--- src/hdl/mss_pkg.sv ---
// Shared types and constants for the motion slew smoother.
// Beat structs, direction and motor mode codes, register map and fixed-point limits.
// No dependencies.
package mss_pkg;

    localparam int unsigned SPEED_W  = 15;
    localparam int unsigned ANGLE_W  = 17;
    localparam int unsigned PULSE_W  = 12;
    localparam int unsigned PADDR_W  = 4;

    localparam logic [SPEED_W-1:0] SPEED_MAX_Q8 = 15'd25600;
    localparam logic [SPEED_W-1:0] ONE_Q8       = 15'd256;
    localparam logic [ANGLE_W-1:0] ANGLE_MAX_Q8 = 17'd69120;
    localparam logic [6:0]         SPEED_PCT_MAX = 7'd100;
    localparam logic [8:0]         ANGLE_DEG_MAX = 9'd270;
    localparam logic [8:0]         ALPHA_FULL    = 9'd256;
    localparam logic [PULSE_W-1:0] PULSE_BASE    = 12'd500;
    // floor(u * 2000 / 69120) == (u * PULSE_RECIP) >> PULSE_SHIFT for every u <= 69120.
    localparam logic [25:0]        PULSE_RECIP   = 26'd62137850;
    localparam int unsigned        PULSE_SHIFT   = 31;

    localparam logic [14:0] MOTOR_SLEW_RESET = 15'd1280;
    localparam logic [16:0] ANGLE_SLEW_RESET = 17'd512;
    localparam logic [8:0]  ALPHA_RESET      = 9'd64;

    typedef enum logic [1:0] {
        REG_MOTOR_SLEW = 2'd0,
        REG_ANGLE_SLEW = 2'd1,
        REG_ALPHA      = 2'd2
    } t_reg_idx;

    typedef enum logic [2:0] {
        DIR_STOP     = 3'd0,
        DIR_FORWARD  = 3'd1,
        DIR_BACKWARD = 3'd2,
        DIR_LEFT     = 3'd3,
        DIR_RIGHT    = 3'd4
    } t_dir;

    typedef enum logic [1:0] {
        MODE_STOP     = 2'd0,
        MODE_FORWARD  = 2'd1,
        MODE_BACKWARD = 2'd2
    } t_mode;

    typedef struct packed {
        logic [2:0] target_direction;
        logic [6:0] target_speed;
        logic [8:0] target_shoulder_left;
        logic [8:0] target_shoulder_right;
        logic [8:0] target_elbow_left;
        logic [8:0] target_elbow_right;
        logic       drive_halt;
    } t_in_beat;

    typedef struct packed {
        logic [1:0]         motor_one_mode;
        logic [1:0]         motor_two_mode;
        logic [6:0]         motor_duty;
        logic [PULSE_W-1:0] shoulder_left_pulse;
        logic [PULSE_W-1:0] shoulder_right_pulse;
        logic [PULSE_W-1:0] elbow_left_pulse;
        logic [PULSE_W-1:0] elbow_right_pulse;
    } t_out_beat;

endpackage

--- src/hdl/mss_motor.sv ---
// Drive state of the motion slew smoother: current direction and slew-limited speed.
// Depends on mss_pkg.
module mss_motor
    import mss_pkg::*;
(
    input  logic               i_clk,
    input  logic               i_rst_n,
    input  logic               i_en,
    input  logic [2:0]         i_dir,
    input  logic [6:0]         i_speed,
    input  logic               i_estop,
    input  logic [SPEED_W-1:0] i_slew_step,
    output logic [2:0]         o_dir,
    output logic [SPEED_W-1:0] o_speed
);

    logic [2:0]         r_dir;
    logic [SPEED_W-1:0] r_speed;
    logic [2:0]         n_dir;
    logic [SPEED_W-1:0] n_speed;

    logic [2:0]         w_tdir;
    logic [6:0]         w_tspd;
    logic [SPEED_W-1:0] w_stgt;
    logic [SPEED_W-1:0] w_down;
    logic [SPEED_W-1:0] w_toward;

    always_comb begin
        w_tdir = (i_dir > DIR_RIGHT) ? DIR_STOP : i_dir;
        w_tspd = (i_speed > SPEED_PCT_MAX) ? SPEED_PCT_MAX : i_speed;
        w_stgt = (w_tdir == DIR_STOP) ? '0 : {w_tspd, 8'd0};

        // Ramp toward zero ahead of a direction change.
        if (i_slew_step == '0 || r_speed <= i_slew_step) begin
            w_down = '0;
        end else begin
            w_down = r_speed - i_slew_step;
        end

        if (i_slew_step == '0) begin
            w_toward = w_stgt;
        end else if (w_stgt > r_speed) begin
            w_toward = ((w_stgt - r_speed) > i_slew_step) ? r_speed + i_slew_step : w_stgt;
        end else begin
            w_toward = ((r_speed - w_stgt) > i_slew_step) ? r_speed - i_slew_step : w_stgt;
        end

        n_dir   = r_dir;
        n_speed = r_speed;
        if (i_estop) begin
            n_dir   = DIR_STOP;
            n_speed = '0;
        end else if (w_tdir != r_dir && r_speed > ONE_Q8) begin
            if (w_down <= ONE_Q8) begin
                n_dir   = w_tdir;
                n_speed = '0;
            end else begin
                n_speed = w_down;
            end
        end else begin
            n_dir   = w_tdir;
            n_speed = w_toward;
        end
    end

    always_ff @(posedge i_clk) begin
        if (!i_rst_n) begin
            r_dir   <= DIR_STOP;
            r_speed <= '0;
        end else if (i_en) begin
            r_dir   <= n_dir;
            r_speed <= n_speed;
        end
    end

    assign o_dir   = r_dir;
    assign o_speed = r_speed;

endmodule

--- src/hdl/mss_joint.sv ---
// One joint channel: slew limit toward the target angle, then a floored alpha filter.
// Depends on mss_pkg.
module mss_joint
    import mss_pkg::*;
(
    input  logic               i_clk,
    input  logic               i_rst_n,
    input  logic               i_en,
    input  logic [ANGLE_W-1:0] i_reset_angle,
    input  logic [8:0]         i_target,
    input  logic [ANGLE_W-1:0] i_slew_step,
    input  logic [8:0]         i_alpha,
    output logic [ANGLE_W-1:0] o_angle
);

    logic [ANGLE_W-1:0]        r_angle;
    logic [ANGLE_W-1:0]        n_angle;

    logic [8:0]                w_tdeg;
    logic [ANGLE_W-1:0]        w_tgt;
    logic signed [ANGLE_W:0]   w_diff;
    logic signed [ANGLE_W+1:0] w_step;
    logic [ANGLE_W:0]          w_sum;
    logic [ANGLE_W-1:0]        w_lim;
    logic signed [ANGLE_W:0]   w_delta;
    logic signed [27:0]        w_prod;
    logic signed [19:0]        w_new;

    always_comb begin
        w_tdeg = (i_target > ANGLE_DEG_MAX) ? ANGLE_DEG_MAX : i_target;
        w_tgt  = {w_tdeg, 8'd0};
        w_diff = $signed({1'b0, w_tgt}) - $signed({1'b0, r_angle});
        w_step = $signed({2'b00, i_slew_step});
        w_sum  = {1'b0, r_angle} + {1'b0, i_slew_step};

        if (i_slew_step == '0) begin
            w_lim = w_tgt;
        end else if ($signed({w_diff[ANGLE_W], w_diff}) > w_step) begin
            w_lim = w_sum[ANGLE_W-1:0];
        end else if ($signed({w_diff[ANGLE_W], w_diff}) < -w_step) begin
            w_lim = r_angle - i_slew_step;
        end else begin
            w_lim = w_tgt;
        end

        // An arithmetic shift of the signed product floors toward minus infinity.
        w_delta = $signed({1'b0, w_lim}) - $signed({1'b0, r_angle});
        w_prod  = $signed({1'b0, i_alpha}) * w_delta;
        w_new   = $signed({3'b000, r_angle}) + 20'(w_prod >>> 8);
        n_angle = w_new[ANGLE_W-1:0];
    end

    always_ff @(posedge i_clk) begin
        if (!i_rst_n) begin
            r_angle <= i_reset_angle;
        end else if (i_en) begin
            r_angle <= n_angle;
        end
    end

    assign o_angle = r_angle;

endmodule

--- src/hdl/motion_slew_smoother_top.sv ---
// Top level of the motion slew smoother: handshake pipeline, register port and outputs.
// Depends on mss_pkg, mss_motor and mss_joint.

// Each accepted beat is one control tick and yields exactly one result beat. The block
// takes a new beat every cycle unless i_out_stall has backed the pipeline up; each beat
// fills the input register, then updates the state, then has its servo pulse multiply
// registered into the output register, and i_out_stall holds the pipeline back without
// losing beats. The drive and joint state registers are the only loop: each tick
// reads the state the previous tick left.
// Configuration registers sit at byte addresses 0 (motor slew step), 4 (angle slew step)
// and 8 (filter alpha); write them only while no beat is in flight.
module motion_slew_smoother_top
    import mss_pkg::*;
#(
    parameter int unsigned DEFAULT_ANGLE = 90
) (
    input  logic               i_clk,
    input  logic               i_rst_n,
    input  logic               i_in_valid,
    output logic               o_in_stall,
    input  t_in_beat           i_in_data,
    output logic               o_out_valid,
    input  logic               i_out_stall,
    output t_out_beat          o_out_data,
    input  logic               psel,
    input  logic               penable,
    input  logic               pwrite,
    input  logic [PADDR_W-1:0] paddr,
    input  logic [31:0]        pwdata,
    output logic [31:0]        prdata,
    output logic               pready
);

    localparam int unsigned DEF_DEG = (DEFAULT_ANGLE > 270) ? 270 : DEFAULT_ANGLE;
    localparam logic [ANGLE_W-1:0] RESET_ANGLE = ANGLE_W'(DEF_DEG * 256);

    logic [SPEED_W-1:0] r_motor_slew;
    logic [ANGLE_W-1:0] r_angle_slew;
    logic [8:0]         r_alpha;

    logic               r_in_valid;
    t_in_beat           r_in;
    logic               r_mid_valid;
    logic               r_out_valid;
    t_out_beat          r_out;
    t_out_beat          n_out;

    logic               w_en_out;
    logic               w_en_mid;
    logic               w_fire;
    logic               w_cfg_wr;
    logic [8:0]         w_alpha;

    logic [2:0]         w_dir;
    logic [SPEED_W-1:0] w_speed;
    logic [ANGLE_W-1:0] w_angle [4];
    logic [8:0]         w_target [4];
    logic [42:0]        w_pulse_prod [4];
    logic [PULSE_W-1:0] w_pulse [4];
    logic [SPEED_W-1:0] w_duty_sum;

    // Register port.
    assign pready   = 1'b1;
    assign w_cfg_wr = psel && penable && pwrite;

    always_ff @(posedge i_clk) begin
        if (!i_rst_n) begin
            r_motor_slew <= MOTOR_SLEW_RESET;
            r_angle_slew <= ANGLE_SLEW_RESET;
            r_alpha      <= ALPHA_RESET;
        end else if (w_cfg_wr) begin
            unique case (paddr[3:2])
                REG_MOTOR_SLEW: r_motor_slew <= pwdata[SPEED_W-1:0];
                REG_ANGLE_SLEW: r_angle_slew <= pwdata[ANGLE_W-1:0];
                REG_ALPHA:      r_alpha      <= pwdata[8:0];
                default: ;
            endcase
        end
    end

    always_comb begin
        unique case (paddr[3:2])
            REG_MOTOR_SLEW: prdata = {17'd0, r_motor_slew};
            REG_ANGLE_SLEW: prdata = {15'd0, r_angle_slew};
            REG_ALPHA:      prdata = {23'd0, r_alpha};
            default:        prdata = '0;
        endcase
    end

    assign w_alpha = r_alpha[8] ? ALPHA_FULL : r_alpha;

    // Pipeline control: each stage moves when the one after it has room.
    assign w_en_out   = !r_out_valid || !i_out_stall;
    assign w_en_mid   = !r_mid_valid || w_en_out;
    assign w_fire     = r_in_valid && w_en_mid;
    assign o_in_stall = r_in_valid && !w_en_mid;

    always_ff @(posedge i_clk) begin
        if (!i_rst_n) begin
            r_in_valid  <= 1'b0;
            r_mid_valid <= 1'b0;
            r_out_valid <= 1'b0;
        end else begin
            if (!o_in_stall) begin
                r_in_valid <= i_in_valid;
            end
            if (w_en_mid) begin
                r_mid_valid <= r_in_valid;
            end
            if (w_en_out) begin
                r_out_valid <= r_mid_valid;
            end
        end
    end

    always_ff @(posedge i_clk) begin
        if (!o_in_stall && i_in_valid) begin
            r_in <= i_in_data;
        end
    end

    // The state registers are written by the same edge that fills the middle stage and
    // are not written again until it drains, so they carry the middle stage's values.
    mss_motor u_motor (
        .i_clk       (i_clk),
        .i_rst_n     (i_rst_n),
        .i_en        (w_fire),
        .i_dir       (r_in.target_direction),
        .i_speed     (r_in.target_speed),
        .i_estop     (r_in.drive_halt),
        .i_slew_step (r_motor_slew),
        .o_dir       (w_dir),
        .o_speed     (w_speed)
    );

    assign w_target[0] = r_in.target_shoulder_left;
    assign w_target[1] = r_in.target_shoulder_right;
    assign w_target[2] = r_in.target_elbow_left;
    assign w_target[3] = r_in.target_elbow_right;

    for (genvar g = 0; g < 4; g++) begin : g_joint
        mss_joint u_joint (
            .i_clk         (i_clk),
            .i_rst_n       (i_rst_n),
            .i_en          (w_fire),
            .i_reset_angle (RESET_ANGLE),
            .i_target      (w_target[g]),
            .i_slew_step   (r_angle_slew),
            .i_alpha       (w_alpha),
            .o_angle       (w_angle[g])
        );
    end

    always_comb begin
        for (int k = 0; k < 4; k++) begin
            w_pulse_prod[k] = {26'd0, w_angle[k]} * {17'd0, PULSE_RECIP};
            w_pulse[k] = PULSE_BASE + {1'b0, w_pulse_prod[k][PULSE_SHIFT+10:PULSE_SHIFT]};
        end

        w_duty_sum = w_speed + 15'd128;

        n_out = '0;
        unique case (w_dir)
            DIR_FORWARD: begin
                n_out.motor_one_mode = MODE_FORWARD;
                n_out.motor_two_mode = MODE_FORWARD;
            end
            DIR_BACKWARD: begin
                n_out.motor_one_mode = MODE_BACKWARD;
                n_out.motor_two_mode = MODE_BACKWARD;
            end
            DIR_LEFT: begin
                n_out.motor_one_mode = MODE_BACKWARD;
                n_out.motor_two_mode = MODE_FORWARD;
            end
            DIR_RIGHT: begin
                n_out.motor_one_mode = MODE_FORWARD;
                n_out.motor_two_mode = MODE_BACKWARD;
            end
            default: begin
                n_out.motor_one_mode = MODE_STOP;
                n_out.motor_two_mode = MODE_STOP;
            end
        endcase
        n_out.motor_duty           = (w_dir == DIR_STOP) ? 7'd0 : w_duty_sum[14:8];
        n_out.shoulder_left_pulse  = w_pulse[0];
        n_out.shoulder_right_pulse = w_pulse[1];
        n_out.elbow_left_pulse     = w_pulse[2];
        n_out.elbow_right_pulse    = w_pulse[3];
    end

    always_ff @(posedge i_clk) begin
        if (w_en_out && r_mid_valid) begin
            r_out <= n_out;
        end
    end

    assign o_out_valid = r_out_valid;
    assign o_out_data  = r_out;

`ifndef SYNTHESIS
    a_speed_range: assert property (@(posedge i_clk) disable iff (!i_rst_n)
        w_speed <= SPEED_MAX_Q8)
        else $error("drive speed above full scale");

    a_estop_clears: assert property (@(posedge i_clk) disable iff (!i_rst_n)
        w_fire && r_in.drive_halt |=> w_speed == '0 && w_dir == DIR_STOP)
        else $error("emergency stop did not clear the drive state");

    a_angle_range: assert property (@(posedge i_clk) disable iff (!i_rst_n)
        w_angle[0] <= ANGLE_MAX_Q8 && w_angle[1] <= ANGLE_MAX_Q8 &&
        w_angle[2] <= ANGLE_MAX_Q8 && w_angle[3] <= ANGLE_MAX_Q8)
        else $error("joint angle out of range");

    a_state_held: assert property (@(posedge i_clk) disable iff (!i_rst_n)
        !w_fire |=> $stable(w_speed) && $stable(w_dir) && $stable(w_angle[0]))
        else $error("state changed without a tick");
`endif

endmodule

--- config.mk ---
export PLATFORM = sky130hd
export DESIGN_NAME = motion_slew_smoother_top
export DESIGN_NICKNAME = d
export VERILOG_FILES = /design/src/hdl/mss_pkg.sv /design/src/hdl/mss_motor.sv /design/src/hdl/mss_joint.sv /design/src/hdl/motion_slew_smoother_top.sv
export SDC_FILE = /design/constraint.sdc
export NUM_CORES = 2
export LEC_CHECK = 0
export BUFFER_PORTS_ARGS = -buffer_cell sky130_fd_sc_hd__buf_2
export CORE_ASPECT_RATIO = 0.9
export CORE_MARGIN = 1
export CORE_UTILIZATION = 55
export DETAILED_ROUTE_END_ITERATION = 16
export PLACE_DENSITY = 0.69
export REMOVE_ABC_BUFFERS = 1
export SLEW_MARGIN = 40
export SYNTH_ARGS = -nofsm -noshare
export SYNTH_HDL_FRONTEND = slang
export SYNTH_HIERARCHICAL = 1
export SYNTH_SLANG_ARGS = --single-unit
--- constraint.sdc ---
create_clock -name i_clk -period 14.1 [get_ports i_clk]
set_input_delay 3.525 -clock i_clk [delete_from_list [all_inputs] [get_ports i_clk]]
set_output_delay 3.525 -clock i_clk [all_outputs]
set_load 0.02 [all_outputs]
**After elaboration in Yosys (flattened, before gate mapping)**

Cells that the tools add are included.

- Register bits after elaboration: 236
- Output and inout bits: 94
- Logic and storage cells: 149

- Add/sub/neg operators: 30
- Multiply operators: 8
- Magnitude comparators: 20
- Equality and inequality tests: 8
- Multiplexer cells: 33
- Reductions and logical operators: 24

Operators with widths:

| kind | number |
|---|---|
| 17-bit two-way mux | 12 |
| 17-bit by 25-bit multiplier with 41-bit output, second input constant | 4 |
| 17-bit by 17-bit subtractor with 18-bit output | 8 |
| 17-bit adder | 8 |
| 15-bit two-way mux | 9 |
| 10-bit by 18-bit multiplier with 25-bit output | 4 |
| 18-bit by 19-bit < comparator with 1-bit output | 4 |
| 18-bit greater-than comparator | 4 |
| 17-bit subtractor | 4 |
| 17-bit case mux with 3 select lines | 1 |
| 9-bit by 11-bit adder with 12-bit output, first input constant | 4 |
| 15-bit greater-than comparator | 3 |
| 9-bit two-way mux | 5 |
| 15-bit subtractor | 3 |
| 9-bit greater-than comparator, second input constant | 4 |
| 17-bit negator with 19-bit output | 1 |
| 17-bit logical NOT | 1 |
| 4-bit case mux with 4 select lines | 1 |
| 15-bit adder | 1 |
| 15-bit by 8-bit adder with 15-bit output, second input constant | 1 |
| 15-bit by 9-bit greater-than comparator with 1-bit output, second input constant | 1 |
| 15-bit <= comparator | 1 |
| 15-bit by 9-bit <= comparator with 1-bit output, second input constant | 1 |
| 15-bit logical NOT | 1 |
| other kinds (17) | 37 |

**Logic depth before layout (Yosys ltp)**

- Depth in word-level cells: 11
- Depth in mapped cells: 61

**Modules after synthesis**

Netlist, hierarchy kept.

Modules (own cells, without submodules):

| module | times used | cells an instance | area each (sq um) | seq. area each (sq um) |
|---|---|---|---|---|
| motion_slew_smoother_top | 1 | 3,428 | 34,363.0 | 4,063.9 |
| mss_joint at g_joint[1].u_joint ... | 3 | 1,302 | 10,750.3 | 510.5 |
| mss_joint at g_joint[0].u_joint | 1 | 1,305 | 10,775.3 | 510.5 |
| mss_motor | 1 | 567 | 4,155.2 | 360.3 |

**Least setup slack after synthesis**

OpenSTA, ideal clock, no wires.

- Kind: register -> register
- Start: reg g_joint[0].u_joint.r_angle[1]
- End: reg g_joint[0].u_joint.r_angle[16], data pin
- Arrival time: 12,051 ps
- Slack: 1,903 ps
- Stages on the path, launching flop included: 57
- Buffers on the path: 1
- Path through: edfxtp_1 > inv_1 > ha_1 > or4b_4 > nor4_4 > o31ai_1 > and2_4 > o211ai_1 > a21oi_1 > xnor2_1 > ha_1 > o21a_1 > o22a_1 > nand2_1 > a31oi_1 > o21bai_2 > a31o_1 > buf_6 > [21 not listed] > or3_1 > o221ai_1 > nand2b_1 > nor3_1 > o31a_1 > inv_1 > a21oi_1 > xnor2_1 > ha_1 > o21ai_0 > nand2b_1 > o31a_1 > nand2_1 > and4_1 > o41ai_1 > xor2_1 > xnor3_1 > a21oi_1

- Word-level cells in the longest chain between the ends: 8
- Elaborated cells between the ends (all ways): 11

RTL lines:

| what | RTL line | text |
|---|---|---|
| from (decl) | mss_joint.sv:16 | `logic [ANGLE_W-1:0] r_angle;` |
| from (signal assigned) | mss_joint.sv:55 | `r_angle <= i_reset_angle;` |
| from (signal assigned) | mss_joint.sv:57 | `r_angle <= n_angle;` |
| 17-bit by 17-bit subtractor with 18-bit output | mss_joint.sv:32 | `w_diff = $signed({1'b0, w_tgt}) - $signed({1'b0, r_angle});` |
| 18-bit by 19-bit < comparator with 1-bit output | mss_joint.sv:40 | `end else if ($signed({w_diff[ANGLE_W], w_diff}) < -w_step) begin` |
| 17-bit two-way mux | mss_joint.sv:40 |  |
| 17-bit two-way mux | mss_joint.sv:38 | `end else if ($signed({w_diff[ANGLE_W], w_diff}) > w_step) begin` |
| 17-bit two-way mux | mss_joint.sv:36 | `if (i_slew_step == '0) begin` |
| 17-bit by 17-bit subtractor with 18-bit output | mss_joint.sv:47 | `w_delta = $signed({1'b0, w_lim}) - $signed({1'b0, r_angle});` |
| 10-bit by 18-bit multiplier with 25-bit output | mss_joint.sv:48 | `w_prod = $signed({1'b0, i_alpha}) * w_delta;` |
| 17-bit adder * | mss_joint.sv:49 | `w_new = $signed({3'b000, r_angle}) + 20'(w_prod >>> 8);` |

Mark *: on every way between the ends. The rest lies on a longest branch, timed or not.
A chain may end at the register's enable or synchronous reset.

**Final worst setup path**

- Start: reg r_in[5] (netlist name)
- End: reg g_joint[3].u_joint.r_angle[16], data pin

- Word-level cells in the longest chain between the ends: 10
- Elaborated cells between the ends (all ways): 11

RTL lines:

| what | RTL line | text |
|---|---|---|
| from (decl) | motion_slew_smoother_top.sv:42 | `t_in_beat r_in;` |
| from (signal assigned) | motion_slew_smoother_top.sv:118 | `r_in <= i_in_data;` |
| 9-bit greater-than comparator | mss_joint.sv:30 | `w_tdeg = (i_target > ANGLE_DEG_MAX) ? ANGLE_DEG_MAX : i_target;` |
| 9-bit two-way mux * | mss_joint.sv:30 |  |
| 17-bit by 17-bit subtractor with 18-bit output | mss_joint.sv:32 |  |
| 18-bit by 19-bit < comparator with 1-bit output | mss_joint.sv:40 |  |
| 17-bit two-way mux | mss_joint.sv:40 |  |
| 17-bit two-way mux | mss_joint.sv:38 |  |
| 17-bit two-way mux * | mss_joint.sv:36 |  |
| 17-bit by 17-bit subtractor with 18-bit output * | mss_joint.sv:47 |  |
| 10-bit by 18-bit multiplier with 25-bit output * | mss_joint.sv:48 |  |
| 17-bit adder * | mss_joint.sv:49 |  |
| to (signal assigned) | mss_joint.sv:55 |  |
| to (signal assigned) | mss_joint.sv:57 |  |
| to (decl) | mss_joint.sv:16 |  |

Marks and branches as above.

==> out/summary.txt <==
critical path arrival - 13.76 ns
hold buffers post-CTS - 0
Via Count - 66000
Congestion Overflow GR - 0
crit share post-route - 0.951
final count of pins violating max slew - 0
critical path class - reg -> reg
drt pass-1 iters - 6
Final nets - 12000
worst r2r src - r_in[5]
# rows - 133
worst min-delay path class - reg -> reg
final setup fails - 0
register-to-register setup slack - 0.69 ns
Hold Startpoint - r_in_valid
slowest stage delay, CP - 0.58 ns
Hold EP - r_mid_valid
clock buffer depth - 3
post-route setup TNS - 0 ns
min Tclk post-route - 13.41 ns
Routed Wire Length - 222000 um
CTS tree - done
Worst Clk Skew - 0.0467 ns
GRT Resource Usage Total - 0.298
beginning of the critical path - r_in[5]
antenna violations before repair - 3
crit end category - flip-flop
syn avg cell area - 8.86 um2
gpl congestion - 0.966
Residual DRC - 0
Fmax - 0.0746 GHz
Die Wd - 408 um
Layout Cells excl Fill - 11500
# IOs - 184
placeable core area - 147000 um2
critical path startpoint category - flip-flop
DRT antenna net count - 0
Post-Synthesis Cells - 9206
H-tree Lvls - 2
filler cell count - 13000
number of flops mapped to enable cells by yosys - 174
share of layout cells above drive strength 1 - 0.0669
Starting Density - 0.556
placed insts - 11400
cts bufs inserted - 38
CP dominant cell by count - a21oi_1
Async SR Flop Fraction - 0
post-DP HPWL - 183000 um
post-synthesis sequential area ratio - 0.0793
status - finished clean
Worst slew margin - 0.411
Die Height - 367 um
Crit Reg-Reg Endpoint - g_joint[3].u_joint/o_angle[16]
synthesis-stage register bit count - 236
IO Port Bufs - 150
Syn. warnings - 6
vias per cell - 5.75
final hold slack - 0.478 ns
clk slew on worst S/H paths - 0.06 ns
worst skew pair latency - 0.63 ns
vias in the first global route - 67900
post-synth cell types - 132
Max Cap Viol - 0
largest net degree at the start of global routing - 73
Hold Crit Depth - 1
Cell Area, Synth - 81500 um2
clk sinks - 236
Die ar. - 150000 um2
first-pass GRT wire length - 360000 um
worst-case reg-to-reg path depth - 54
drt wl/cell - 19.4 um
Critical Path Slowest Stage Cell - fa_1
ys flop type - edfxtp_1
CP required - 14.45 ns
crit-path max FO - 12
Clock Tree Root - clkbuf_16
Worst-Margin Slew - 0.883 ns
synthesis-to-layout area growth - 6.95%
DR iter-0 viols - 4856
endpoints failing hold - 0
-- cells in the final DEF, fill, tap and decap left out, types with 42 or more instances in the layout --
cell type	instances
inv_1	1860
ha_1	1349
fa_1	1123
nand2_1	640
a21oi_1	412
nor2_1	377
xnor2_1	344
and2_1	328
o21ai_0	228
nand3_1	206
nor3_1	191
edfxtp_1	174
buf_4	164
buf_2	149
nor2b_1	142
a21o_1	119
xor2_1	103
conb_1	84
a211oi_1	80
or3_1	79
o211ai_1	77
o21a_1	73
nand2b_1	72
nand4_1	63
nor4_1	61
mux2_2	55
dfxtp_1	55
a21boi_0	49
o21bai_1	47
and3_1	46
mux2i_1	42
-- worst max-delay path: cells and delay by family (launching register included) --
kind            cells  cell delay, ns
compound gates     19            4.24
xor+xnor            5            0.91
fa+ha+maj          11            4.33
buf+inv             4            0.36
flops               1            0.39
simple gates       15            2.85
-- cell type report --
class | instances | area [um2] | share of cell area
timing repair buffer | 324 | 2100 | 0.0241
clock inverter | 24 | 243 | 0.00278
tap | 1957 | 2450 | 0.0281
sequential | 236 | 6470 | 0.0742
antenna | 2 | 5.00 | 0.0000574
inverter | 1861 | 6990 | 0.0801
clock buffer | 46 | 1020 | 0.0117
multi-input combinational | 7022 | 67900 | 0.779
-- registers in the layout, summed over array words and instances, names as in the netlist --
| name | count |
|---|---|
| r_angle_slew | 17 |
| o_out_data | 59 |
| u_motor/o_speed | 15 |
| g_joint.u_joint/o_angle | 68 |
| r_alpha | 9 |
| r_motor_slew | 15 |
| r_mid_valid | 1 |
| r_in_valid | 1 |
| u_motor/o_dir | 3 |
| o_out_valid | 1 |
| r_in | 47 |
-- what timing repair did --
| item | 4_1_cts | 5_1_grt |
|---|---|---|
| resized for setup | 0 | 36 |
| buffers inserted | 0 | 3 |
| endpoints found under the setup margin | 0 | 17 |
| hold endpoints to repair | 0 | 0 |
-- synth_stat cells (all sizes together), types with 15 or more instances --
master | count | share of area
a2111oi | 18 | 0.0023
a211o | 21 | 0.0023
a211oi | 87 | 0.0085
a21boi | 61 | 0.0056
a21o | 121 | 0.011
a21oi | 415 | 0.026
a221o | 24 | 0.0029
a221oi | 25 | 0.0029
a311oi | 15 | 0.0018
a31o | 22 | 0.0024
a31oi | 40 | 0.0039
and2 | 331 | 0.025
and3 | 48 | 0.0038
buf | 50 | 0.0045
clkbuf | 120 | 0.0055
dfxtp | 62 | 0.015
edfxtp | 174 | 0.064
fa | 1123 | 0.28
ha | 1349 | 0.21
inv | 1861 | 0.086
mux2 | 55 | 0.0076
mux2i | 42 | 0.0052
nand2 | 644 | 0.030
nand2b | 76 | 0.0058
nand3 | 207 | 0.013
nand4 | 63 | 0.0048
nor2 | 378 | 0.017
nor2b | 155 | 0.012
nor3 | 201 | 0.013
nor3b | 25 | 0.0023
nor4 | 68 | 0.0060
o2111ai | 27 | 0.0030
o211ai | 79 | 0.0074
o21a | 73 | 0.0067
o21ai | 243 | 0.015
o21bai | 48 | 0.0045
o221ai | 20 | 0.0022
o22ai | 16 | 0.0012
o31a | 18 | 0.0019
o31ai | 37 | 0.0036
or2 | 33 | 0.0025
or3 | 84 | 0.0067
xnor2 | 359 | 0.039
xor2 | 103 | 0.011
-- per-layer routing --
metal / up-vias / track usage / part of all wire / wire (um)
met5: - / 0 / 0 / 0
met2: 1925 / 0.492 / 0.46 / 103000
met1: 32700 / 0.413 / 0.45 / 99000
met4: 0 / 0.0860 / 0.032 / 7070
li1: 31000 / - / - / -
met3: 330 / 0.0301 / 0.058 / 12900
-- stage by stage --
| step | util | area, um2 | worst slack [ns] |
|---|---|---|---|
| floorplan | - | 81000 | 1.69 |
| global placement | 0.584 | 85600 | 0.571 |
| detailed placement | 0.585 | 85700 | 0.298 |
| CTS | 0.593 | 87000 | 0.213 |
| global route | 0.595 | 87200 | -0.0354 |
| finish | 0.595 | 87200 | 0.692 |
-- how the worst max path moves through the flow --
stage,end,cells past startpoint
4_1_cts,g_joint[2].u_joint/o_angle[15],54
6_report,g_joint[3].u_joint/o_angle[16],54
5_1_grt,g_joint[3].u_joint/o_angle[15],54
3_5_place_dp,g_joint[2].u_joint/o_angle[15],54
3_3_place_gp,g_joint[2].u_joint/o_angle[15],56
2_1_floorplan,g_joint[0].u_joint/o_angle[16],55
-- kinds of logic after synthesis --
group | count (synthesis) | share of synthesized area
buffers and inverters | 2031 | 0.0957
AO/OA/AOI/OAI | 1520 | 0.128
adder cells (fa/ha/maj) | 2476 | 0.483
multiplexers | 97 | 0.0128
other | 2 | 0.0000921
AND/OR/NAND/NOR | 2378 | 0.150
XOR/XNOR | 466 | 0.0510
flip-flops | 236 | 0.0793
Power is left out: the tool's default activity adds up to more than one toggle a clock period on the data nets, which glitch-free logic cannot reach.
